===== config.mk =====
export PLATFORM = sky130hd
export DESIGN_NAME = source_text_tokenizer
export DESIGN_NICKNAME = d
export VERILOG_FILES = /design/src/rtl/stt_pkg.sv /design/src/rtl/stt_front.sv /design/src/rtl/stt_queue.sv /design/src/rtl/stt_back.sv /design/src/rtl/source_text_tokenizer.sv
export SDC_FILE = /design/constraint.sdc
export NUM_CORES = 1
export LEC_CHECK = 0
export BUFFER_PORTS_ARGS = -buffer_cell sky130_fd_sc_hd__buf_2
export CAP_MARGIN = 20
export CORE_ASPECT_RATIO = 1.4
export CORE_MARGIN = 5
export CORE_UTILIZATION = 32
export CTS_CLUSTER_DIAMETER = 30
export DETAILED_ROUTE_END_ITERATION = 6
export PLACE_DENSITY = 0.46
export SYNTH_ARGS = -nofsm -noshare
export SYNTH_HDL_FRONTEND = slang
export SYNTH_SLANG_ARGS = --single-unit

===== constraint.sdc =====
create_clock -name aclk -period 24.3 [get_ports aclk]
set_clock_uncertainty 0.1 [all_clocks]
set_input_delay 4.86 -clock aclk [delete_from_list [all_inputs] [get_ports aclk]]
set_output_delay 4.86 -clock aclk [all_outputs]
set_load 0.01 [all_outputs]

===== src/rtl/stt_pkg.sv =====
`default_nettype none
package stt_pkg;

    localparam int PosBitsDefault = 16;
    localparam int KeywordChars   = 8;
    localparam int QueueDepth     = 4;
    localparam int LenMax         = 65535;

    typedef enum logic [2:0] {
        MODE_IDLE,
        MODE_IDENT,
        MODE_NUM,
        MODE_NUMDOT,
        MODE_OP1,
        MODE_OP2
    } lex_mode_t;

    typedef enum logic [5:0] {
        K_EOF, K_IDENT, K_IF, K_ELSE, K_FUNCTION, K_FOR, K_BREAK, K_CONTINUE,
        K_INTEGER, K_DECIMAL, K_NEWLINE, K_LPAREN, K_RPAREN, K_LBRAC, K_RBRAC,
        K_LCURL, K_RCURL, K_DOT, K_COMMA, K_COLON, K_SEMI, K_QUESTION, K_PERCENT,
        K_PLUSPLUS, K_PLUSEQ, K_PLUS, K_MINUSMINUS, K_MINUSEQ, K_MINUS,
        K_STARSTAREQ, K_STARSTAR, K_STAREQ, K_STAR,
        K_SLASHSLASHEQ, K_SLASHSLASH, K_SLASHEQ, K_SLASH,
        K_LESSEQ, K_LESS, K_MOREEQ, K_MORE, K_BANGEQ, K_BANG, K_EQEQ, K_EQ,
        K_ANDAND, K_AND, K_BARBAR, K_BAR
    } kind_t;

    // Keyword spellings packed with the first character in the lowest byte.
    localparam logic [63:0] KwIf       = 64'h0000_0000_0000_6669;
    localparam logic [63:0] KwElse     = 64'h0000_0000_6573_6C65;
    localparam logic [63:0] KwFunction = 64'h6E6F_6974_636E_7566;
    localparam logic [63:0] KwFor      = 64'h0000_0000_0072_6F66;
    localparam logic [63:0] KwBreak    = 64'h0000_006B_6165_7262;
    localparam logic [63:0] KwContinue = 64'h6575_6E69_746E_6F63;

    typedef struct packed {
        kind_t       kind;
        logic [15:0] start;
        logic [15:0] len;
        logic        inv;
    } tok_t;

    typedef struct packed {
        logic [1:0]     cnt;
        tok_t [2:0]     toks;
    } bundle_t;

    function automatic logic is_alpha(input logic [7:0] c);
        return (c >= 8'h61 && c <= 8'h7A) || (c >= 8'h41 && c <= 8'h5A);
    endfunction

    function automatic logic is_digit(input logic [7:0] c);
        return c >= 8'h30 && c <= 8'h39;
    endfunction

    function automatic logic is_space(input logic [7:0] c);
        return c == 8'h20 || c == 8'h09 || c == 8'h0D || c == 8'h0B || c == 8'h08;
    endfunction

    function automatic logic is_opc(input logic [7:0] c);
        return c == "+" || c == "-" || c == "*" || c == "/" || c == "<" ||
               c == ">" || c == "!" || c == "=" || c == "&" || c == "|";
    endfunction

    // Single punctuators; K_EOF means the byte is none of them.
    function automatic kind_t single_kind(input logic [7:0] c);
        kind_t k;
        unique case (c)
            8'h0A:   k = K_NEWLINE;
            "(":     k = K_LPAREN;
            ")":     k = K_RPAREN;
            "[":     k = K_LBRAC;
            "]":     k = K_RBRAC;
            "{":     k = K_LCURL;
            "}":     k = K_RCURL;
            ".":     k = K_DOT;
            ",":     k = K_COMMA;
            ":":     k = K_COLON;
            ";":     k = K_SEMI;
            "?":     k = K_QUESTION;
            "%":     k = K_PERCENT;
            default: k = K_EOF;
        endcase
        return k;
    endfunction

    function automatic kind_t op_single(input logic [7:0] a);
        kind_t k;
        unique case (a)
            "+":     k = K_PLUS;
            "-":     k = K_MINUS;
            "*":     k = K_STAR;
            "/":     k = K_SLASH;
            "<":     k = K_LESS;
            ">":     k = K_MORE;
            "!":     k = K_BANG;
            "=":     k = K_EQ;
            "&":     k = K_AND;
            default: k = K_BAR;
        endcase
        return k;
    endfunction

    // Two-character operator, K_EOF when the pair forms none.
    function automatic kind_t op_pair(input logic [7:0] a, input logic [7:0] c);
        kind_t k;
        k = K_EOF;
        if (c == "=") begin
            unique case (a)
                "+":     k = K_PLUSEQ;
                "-":     k = K_MINUSEQ;
                "*":     k = K_STAREQ;
                "/":     k = K_SLASHEQ;
                "<":     k = K_LESSEQ;
                ">":     k = K_MOREEQ;
                "!":     k = K_BANGEQ;
                "=":     k = K_EQEQ;
                default: k = K_EOF;
            endcase
        end else if (a == c) begin
            unique case (a)
                "+":     k = K_PLUSPLUS;
                "-":     k = K_MINUSMINUS;
                "&":     k = K_ANDAND;
                "|":     k = K_BARBAR;
                default: k = K_EOF;
            endcase
        end
        return k;
    endfunction

    function automatic kind_t ident_kind(input logic [63:0] buf_w, input logic [15:0] len);
        kind_t k;
        k = K_IDENT;
        if (len == 16'd2 && buf_w == KwIf)            k = K_IF;
        else if (len == 16'd4 && buf_w == KwElse)     k = K_ELSE;
        else if (len == 16'd8 && buf_w == KwFunction) k = K_FUNCTION;
        else if (len == 16'd3 && buf_w == KwFor)      k = K_FOR;
        else if (len == 16'd5 && buf_w == KwBreak)    k = K_BREAK;
        else if (len == 16'd8 && buf_w == KwContinue) k = K_CONTINUE;
        return k;
    endfunction

    function automatic logic [15:0] len_add(input logic [15:0] a, input logic [1:0] b);
        logic [16:0] s;
        s = {1'b0, a} + {15'd0, b};
        return s[16] ? 16'(LenMax) : s[15:0];
    endfunction

endpackage
`default_nettype wire


===== src/rtl/stt_front.sv =====
`default_nettype none
module stt_front import stt_pkg::*; #(
    parameter int POS_BITS = PosBitsDefault
) (
    input  wire logic       aclk,
    input  wire logic       aresetn,
    input  wire logic       accept,
    input  wire logic [7:0] char_byte,
    input  wire logic       end_marker,
    output bundle_t         bundle,
    output logic            has_tokens
);

    lex_mode_t             mode_reg, mode_next;
    logic [7:0]            pend_reg, pend_next;
    logic [POS_BITS-1:0]   start_reg, start_next;
    logic [15:0]           len_reg, len_next;
    logic [63:0]           kwbuf_reg, kwbuf_next;
    logic [POS_BITS-1:0]   pos_reg, pos_next;
    logic                  dec_reg, dec_next;

    always_ff @(posedge aclk) begin
        if (!aresetn) begin
            mode_reg  <= MODE_IDLE;
            pend_reg  <= '0;
            start_reg <= '0;
            len_reg   <= '0;
            kwbuf_reg <= '0;
            pos_reg   <= '0;
            dec_reg   <= 1'b0;
        end else if (accept) begin
            mode_reg  <= mode_next;
            pend_reg  <= pend_next;
            start_reg <= start_next;
            len_reg   <= len_next;
            kwbuf_reg <= kwbuf_next;
            pos_reg   <= pos_next;
            dec_reg   <= dec_next;
        end
    end

    logic [POS_BITS-1:0] pos_m1;
    logic [15:0]         p16;
    logic                do_flush;
    logic                do_begin;
    logic [1:0]          n;
    kind_t               pk;

    assign pos_m1 = pos_reg - POS_BITS'(1);
    assign p16    = 16'(pos_reg);

    always_comb begin
        mode_next  = mode_reg;
        pend_next  = pend_reg;
        start_next = start_reg;
        len_next   = len_reg;
        kwbuf_next = kwbuf_reg;
        pos_next   = pos_reg + POS_BITS'(1);
        dec_next   = dec_reg;
        do_flush   = 1'b0;
        do_begin   = 1'b0;
        n          = 2'd0;
        pk         = op_pair(pend_reg, char_byte);
        bundle     = '0;

        if (end_marker) begin
            do_flush = 1'b1;
        end else begin
            unique case (mode_reg)
                MODE_IDENT: begin
                    if (is_alpha(char_byte) || is_digit(char_byte) || char_byte == "_") begin
                        for (int i = 0; i < KeywordChars; i++) begin
                            if (len_reg == 16'(i)) kwbuf_next[8*i +: 8] = char_byte;
                        end
                        len_next = len_add(len_reg, 2'd1);
                    end else begin
                        do_flush = 1'b1;
                        do_begin = 1'b1;
                    end
                end
                MODE_NUM: begin
                    if (is_digit(char_byte)) begin
                        len_next = len_add(len_reg, 2'd1);
                    end else if (char_byte == "." && !dec_reg) begin
                        mode_next = MODE_NUMDOT;
                        pend_next = char_byte;
                    end else begin
                        do_flush = 1'b1;
                        do_begin = 1'b1;
                    end
                end
                MODE_NUMDOT: begin
                    if (is_digit(char_byte)) begin
                        dec_next  = 1'b1;
                        len_next  = len_add(len_reg, 2'd2);
                        mode_next = MODE_NUM;
                    end else begin
                        do_flush = 1'b1;
                        do_begin = 1'b1;
                    end
                end
                MODE_OP1: begin
                    if ((pend_reg == "*" || pend_reg == "/") && char_byte == pend_reg) begin
                        mode_next = MODE_OP2;
                    end else if (pk != K_EOF) begin
                        bundle.toks[0] = '{kind: pk, start: 16'(start_reg), len: 16'd2,
                                           inv: 1'b0};
                        n         = 2'd1;
                        mode_next = MODE_IDLE;
                    end else begin
                        do_flush = 1'b1;
                        do_begin = 1'b1;
                    end
                end
                MODE_OP2: begin
                    if (char_byte == "=") begin
                        bundle.toks[0] = '{kind: (pend_reg == "*") ? K_STARSTAREQ
                                                                   : K_SLASHSLASHEQ,
                                           start: 16'(start_reg), len: 16'd3, inv: 1'b0};
                        n         = 2'd1;
                        mode_next = MODE_IDLE;
                    end else begin
                        do_flush = 1'b1;
                        do_begin = 1'b1;
                    end
                end
                default: begin
                    do_begin = 1'b1;
                end
            endcase
        end

        if (do_flush) begin
            unique case (mode_reg)
                MODE_IDENT: begin
                    bundle.toks[n] = '{kind: ident_kind(kwbuf_reg, len_reg),
                                       start: 16'(start_reg), len: len_reg, inv: 1'b0};
                    n = n + 2'd1;
                end
                MODE_NUM: begin
                    bundle.toks[n] = '{kind: dec_reg ? K_DECIMAL : K_INTEGER,
                                       start: 16'(start_reg), len: len_reg, inv: 1'b0};
                    n = n + 2'd1;
                end
                MODE_NUMDOT: begin
                    bundle.toks[n] = '{kind: K_INTEGER, start: 16'(start_reg),
                                       len: len_reg, inv: 1'b0};
                    n = n + 2'd1;
                    bundle.toks[n] = '{kind: K_DOT, start: 16'(pos_m1), len: 16'd1,
                                       inv: 1'b0};
                    n = n + 2'd1;
                end
                MODE_OP1: begin
                    bundle.toks[n] = '{kind: op_single(pend_reg), start: 16'(start_reg),
                                       len: 16'd1, inv: 1'b0};
                    n = n + 2'd1;
                end
                MODE_OP2: begin
                    bundle.toks[n] = '{kind: (pend_reg == "*") ? K_STARSTAR : K_SLASHSLASH,
                                       start: 16'(start_reg), len: 16'd2, inv: 1'b0};
                    n = n + 2'd1;
                end
                default: ;
            endcase
            mode_next = MODE_IDLE;
        end

        if (do_begin) begin
            mode_next = MODE_IDLE;
            if (is_space(char_byte)) begin
                mode_next = MODE_IDLE;
            end else if (is_alpha(char_byte) || char_byte == "_") begin
                mode_next  = MODE_IDENT;
                start_next = pos_reg;
                len_next   = 16'd1;
                kwbuf_next = {56'd0, char_byte};
            end else if (is_digit(char_byte)) begin
                mode_next  = MODE_NUM;
                start_next = pos_reg;
                len_next   = 16'd1;
                dec_next   = 1'b0;
            end else if (single_kind(char_byte) != K_EOF) begin
                bundle.toks[n] = '{kind: single_kind(char_byte), start: p16, len: 16'd1,
                                   inv: 1'b0};
                n = n + 2'd1;
            end else if (is_opc(char_byte)) begin
                mode_next  = MODE_OP1;
                pend_next  = char_byte;
                start_next = pos_reg;
            end else begin
                bundle.toks[n] = '{kind: K_EOF, start: p16, len: 16'd1, inv: 1'b1};
                n = n + 2'd1;
            end
        end

        if (end_marker) begin
            bundle.toks[n] = '{kind: K_EOF, start: p16, len: 16'd1, inv: 1'b0};
            n          = n + 2'd1;
            mode_next  = MODE_IDLE;
            pend_next  = '0;
            start_next = '0;
            len_next   = '0;
            kwbuf_next = '0;
            pos_next   = '0;
            dec_next   = 1'b0;
        end

        bundle.cnt = n;
        has_tokens = (n != 2'd0);
    end

endmodule
`default_nettype wire


===== src/rtl/stt_queue.sv =====
`default_nettype none
module stt_queue import stt_pkg::*; (
    input  wire logic    aclk,
    input  wire logic    aresetn,
    input  wire logic    push,
    input  wire bundle_t push_data,
    output logic         full,
    input  wire logic    pop,
    output logic         not_empty,
    output bundle_t      head
);

    localparam int PtrBits = $clog2(QueueDepth);

    bundle_t              mem [QueueDepth];
    logic [PtrBits-1:0]   wr_reg, rd_reg;
    logic [PtrBits:0]     count_reg;

    assign full      = (count_reg == (PtrBits+1)'(QueueDepth));
    assign not_empty = (count_reg != '0);
    assign head      = mem[rd_reg];

    always_ff @(posedge aclk) begin
        if (push) mem[wr_reg] <= push_data;
    end

    always_ff @(posedge aclk) begin
        if (!aresetn) begin
            wr_reg    <= '0;
            rd_reg    <= '0;
            count_reg <= '0;
        end else begin
            if (push) wr_reg <= wr_reg + PtrBits'(1);
            if (pop)  rd_reg <= rd_reg + PtrBits'(1);
            count_reg <= count_reg + (PtrBits+1)'(push) - (PtrBits+1)'(pop);
        end
    end

endmodule
`default_nettype wire


===== src/rtl/stt_back.sv =====
`default_nettype none
module stt_back import stt_pkg::*; (
    input  wire logic    aclk,
    input  wire logic    aresetn,
    input  wire logic    q_valid,
    input  wire bundle_t q_head,
    output logic         q_pop,
    output logic         m_valid,
    input  wire logic    m_ready,
    output tok_t         m_tok,
    output logic         m_last
);

    logic [1:0] sub_reg, sub_next;
    logic       valid_reg, valid_next;
    tok_t       tok_reg;
    logic       last_reg;
    logic       load;
    logic       is_last;

    assign load    = q_valid && (!valid_reg || m_ready);
    assign is_last = (sub_reg == q_head.cnt - 2'd1);
    assign q_pop   = load && is_last;

    always_comb begin
        sub_next   = sub_reg;
        valid_next = valid_reg;
        if (load) begin
            valid_next = 1'b1;
            sub_next   = is_last ? 2'd0 : sub_reg + 2'd1;
        end else if (m_ready) begin
            valid_next = 1'b0;
        end
    end

    always_ff @(posedge aclk) begin
        if (!aresetn) begin
            sub_reg   <= 2'd0;
            valid_reg <= 1'b0;
        end else begin
            sub_reg   <= sub_next;
            valid_reg <= valid_next;
        end
    end

    always_ff @(posedge aclk) begin
        if (load) begin
            tok_reg  <= q_head.toks[sub_reg];
            last_reg <= is_last;
        end
    end

    assign m_valid = valid_reg;
    assign m_tok   = tok_reg;
    assign m_last  = last_reg;

endmodule
`default_nettype wire


===== src/rtl/source_text_tokenizer.sv =====
// Streaming tokenizer: one source byte per beat goes in on the s_ side and tokens
// (kind, start offset, length) come out on the m_ side, with tlast on the last token
// that a byte caused. A byte is taken every cycle while the four-entry token queue
// between the lexer and the output serializer has room; the serializer sends the
// tokens of a byte one at a time, so input sustains one byte per cycle on ordinary
// text while m_tready holds, and drops where a byte yields more than one token.
// Unknown bytes come out as kind 0 with tuser set; the end marker flushes and
// emits Eof, then restarts offsets at zero.
`default_nettype none
module source_text_tokenizer import stt_pkg::*; #(
    parameter int POS_BITS = PosBitsDefault
) (
    input  wire logic        aclk,
    input  wire logic        aresetn,
    input  wire logic        s_tvalid,
    output logic             s_tready,
    input  wire logic [7:0]  s_tdata,   // char_byte
    input  wire logic        s_tuser,   // end_marker
    output logic             m_tvalid,
    input  wire logic        m_tready,
    output logic [39:0]      m_tdata,   // token_kind, start_offset, token_length, zero pad
    output logic             m_tuser,   // invalid_char
    output logic             m_tlast    // last_of_run
);

    logic    accept;
    bundle_t bundle;
    logic    has_tokens;
    logic    q_full;
    logic    q_valid;
    logic    q_pop;
    bundle_t q_head;
    tok_t    tok;

    assign s_tready = !q_full;
    assign accept   = s_tvalid && s_tready;

    stt_front #(.POS_BITS(POS_BITS)) u_front (
        .aclk       (aclk),
        .aresetn    (aresetn),
        .accept     (accept),
        .char_byte  (s_tdata),
        .end_marker (s_tuser),
        .bundle     (bundle),
        .has_tokens (has_tokens)
    );

    stt_queue u_queue (
        .aclk      (aclk),
        .aresetn   (aresetn),
        .push      (accept && has_tokens),
        .push_data (bundle),
        .full      (q_full),
        .pop       (q_pop),
        .not_empty (q_valid),
        .head      (q_head)
    );

    stt_back u_back (
        .aclk    (aclk),
        .aresetn (aresetn),
        .q_valid (q_valid),
        .q_head  (q_head),
        .q_pop   (q_pop),
        .m_valid (m_tvalid),
        .m_ready (m_tready),
        .m_tok   (tok),
        .m_last  (m_tlast)
    );

    assign m_tdata = {2'b00, tok.len, tok.start, tok.kind};
    assign m_tuser = tok.inv;

endmodule
`default_nettype wire


==> impl.org <==
** Placement
- Routability-driven placement finished with a final weighted congestion of around 0.9.
- The wire-length estimate of the detail-placed layout is about 49,000 µm.
- The count of buffers added on input and output ports is 54.

** Pwr
- Sequential share of power :: 0.393
- The share of total power dissipated in the clock network is 0.451.
- Leakage Power :: 10.3 nW
- In this run the power spent charging and discharging nets is 843 µW.
- Proportion of total power due to net switching :: 0.264
- Total power draw :: approximately 3.2 mW
- Total power per unit cell area :: ~100 nW/µm²
- Of the total power, combinational logic draws 0.157.
- The worst-case IR drop observed on VDD is ~51 µV.
- Cell internal power was estimated by the tool at approximately 2.3 mW.

** Worst setup path
- Setup slack on the worst flop-to-flop path :: 17.14 ns
- Counting both buffers and inverters, the worst setup path holds a total of 3.
- Worst path cell trace :: buf_2 -> a21oi_1 -> a311oi_1 -> o21ai_1 -> a211oi_1 -> nand2_1 -> a21oi_2 -> mux2i_1 -> ha_1 -> nand2_1 -> o21ai_0 -> a311oi_4 -> and2_4 -> buf_4 -> buf_4
- Data arrival, critical path :: 10.88 ns
- Broken down by cell family, the worst path's largest delay share belongs to compound AO/OA/AOI/OAI gates.
- By startpoint and endpoint, the worst setup path is classified as in -> reg.
- At the worst endpoint, the required time is around 24 ns.
- Startpoint type of the worst setup path :: input pin
- Critical path's slowest cell :: a211oi_1
- CP endpoint kind :: flop
- For this run, the slowest stage of the critical path takes about 0.78 ns.
- Peak fanout along the critical path :: slightly above 60

** Clocking
- Buffers inserted to repair hold after CTS numbered 0.
- H-tree lvl count :: 3
- CTS clk-pin slew, worst paths :: 0.04 ns
- The clock passes through at most 3 buffers.
- Resized cells post-CTS :: 0
- Post CTS Setup Buffer Count :: 0
- Inserted Clock Buffers :: about 100
- Sink Count :: roughly 590
- For the worst-skew pair, the clock arrives at the later sink with an insertion delay of 0.65 ns.
- Clock tree from TritonCTS :: built
- Buffer cell driving the clock tree root :: clkbuf_16

** Die
- The total area inside the core boundary comes to 82,600 µm².
- The die is approximately 350 µm tall.
- The floorplan step defined a die boundary enclosing between 80,000 and 90,000 µm².
- I/O pin total :: 57
- The die is approximately 250 µm wide.
- Std cell rows :: around 130
- The initial utilization of the core area, before any placement, comes to 0.321.

** Drt
- The first routing iteration left 1,218 violations.
- After detailed routing, the average wire length per cell comes to 22.1 µm.
- Via density :: approximately 5.2
- The final route contains 17,300 vias.
- Detailed-route DRC error count :: 0
- Residual antenna-violating net count after detailed routing :: 0
- The first TritonRoute pass finished after 6 iterations.
- Final WL :: around 73,000 µm

** Synth
- In this run, distinct cell masters in the synthesized netlist total approximately 100.
- A synthesized cell averages between 10 and 15 µm².
- #FFs+latches synth :: 588
- Ranked by total cell area, the synthesized netlist is headed by edfxtp_1, dfxtp_1, mux4_2, nand2_1, o21ai_0.
- Sequential element share of the synthesized area :: 0.614
- For this run, the leading register cell type out of synthesis is edfxtp_1.
- Counting flops with a built-in enable in the synthesized netlist gives between 400 and 500.
- The Yosys step of the flow raised 0 warnings.
- Synth Cell Area :: between 20,000 and 30,000 µm²
- Ranking of synthesized cells by instance count :: edfxtp_1, nand2_1, o21ai_0
- The cell count after synthesis came out at ~2,000.
- After synthesis, the share of flip-flops with an asynchronous set or reset is 0.
- In the post-synthesis netlist, the cell with the most instances is edfxtp_1.
- Share of the synthesized area in the top cell type :: 0.512
- Cell type contributing the most total cell area after synthesis :: edfxtp_1

** Finish
- The register with the most flip-flops in the layout has approximately 410 of them.
- After the last flow step, the layout net total stands at ~2,200.
- Signed area change from the synthesized netlist to the final layout :: 19.1%
- After filler insertion, the fill cell instance count of the layout stands at 7,906.
- Of the cells placed in the final design, the portion with a size suffix greater than 1 is 0.187.
- For this run, the share of the core covered by cells in the final layout is 0.383.
- The repair_antennas step left the layout with diodes totalling 0.

** Worst hold path
- In this run the worst hold path is classified as reg -> reg.

** Timing
- The total count of hold-check failures in the final report was 0.
- Dividing the final minimum period by the clock period gives 0.441.
- The worst path in the final design needs a cycle of about 11 ns, including I/O delays and setup.
- Summed over all failing endpoints, the final setup total negative slack is 0 ns.
- Highest clock frequency the design can meet :: roughly 93 MHz
- Slew @ Worst Pin :: approximately 1.1 ns
- Fin. max-slew vios :: 0
- Setup violations remaining at the end of the flow were counted as 0.
- Setup repair after global routing left no endpoint under its margin.
- In this run the tightest slew margin relative to its limit is 0.265.

** Global route
- Number of antenna violations at the first check in global routing :: 2
- The total overflow left after global routing is 0.
- Vias in the first global route :: 18,200
- The first global-routing pass estimated about 110,000 µm of wire.
- Overall global routing resource usage :: 0.164
- Pin count of the biggest net entering global routing :: 67

** Run status
- Outcome :: finished clean

** Job
- Across the run, the number of max-cap violations was 0.
[routing by layer]
| metal | GRT usage | vias to the layer above | share of wire |
|---|---|---|---|
| met2 | 0.303 | 459 | 0.54 |
| met3 | 0.0280 | 166 | 0.043 |
| met4 | 0.0656 | 2 | 0.037 |
| met5 | 0 | - | 0.00012 |
| met1 | 0.187 | 8671 | 0.38 |
| li1 | - | 8006 | - |
[power by group through the flow]
stage               sequential [mW]  clock (mW)  combinational, mW
finish                         1.25        1.44              0.500
global route                   1.26        1.52              0.549
CTS                            1.26        1.47              0.521
detailed placement             1.28           0              0.519
global placement               1.27           0              0.519
floorplan                      1.26           0              0.343
[cells by family after synthesis]
logic type	count (synthesis)	share of synthesized area
AOI/OAI and AO/OA	423	0.106
xor gates and xnor gates	45	0.0151
adders and majority gates	20	0.00972
buffers and inverters	186	0.0292
DFF	588	0.614
muxes	147	0.104
other	1	0.000141
and+or+nand+nor	618	0.121
[through the flow]
stage	setup WS, ns	cell area, µm²	cells	hold slack, ns
global route	13.16	31600	3316	0.389
floorplan	13.22	26800	2093	0.322
detailed placement	12.87	28100	3129	0.343
finish	13.58	31600	3316	0.349
global placement	13.11	28100	3129	0.338
CTS	13.55	31600	3316	0.354
[worst paths after layout]
path,start,cells after the start,end
worst max-delay path,s_tdata[1],15,u_queue.mem[2][118]$_DFFE_PP_
worst min-delay path,u_front.kwbuf_reg[7]$_SDFFE_PN0P_,1,u_front.kwbuf_reg[7]$_SDFFE_PN0P_
worst max register to register,u_front.pend_reg[2]$_SDFFE_PN0P_,16,u_queue.mem[2][118]$_DFFE_PP_
worst min register to register,u_front.kwbuf_reg[7]$_SDFFE_PN0P_,1,u_front.kwbuf_reg[7]$_SDFFE_PN0P_
[cells in the final DEF (no fill, tap or decap), types with 33 or more instances in the layout]
cell type,Yosys,routed
mux2i_1,44,44
mux4_2,103,103
edfxtp_1,452,452
nor2_1,116,116
inv_1,60,60
a21oi_1,75,74
o21ai_0,138,138
o22ai_1,37,37
dfxtp_1,136,132
clkbuf_16,0,102
nand2_1,198,198
and2_1,41,37
conb_1,1,66
nand3_1,33,33
buf_2,21,54
[area by class of cell]
cell class / count / area [µm²] / area share
multi-input cells: 1319 / 9730 / 0.308
flip-flops and latches: 588 / 16300 / 0.516
repair buffers: 83 / 488 / 0.0154
clock inverters: 71 / 878 / 0.0278
inverters: 60 / 225 / 0.00713
well taps: 1079 / 1350 / 0.0427
clock buffers: 116 / 2640 / 0.0834
Power figures use the tool's default switching activity.
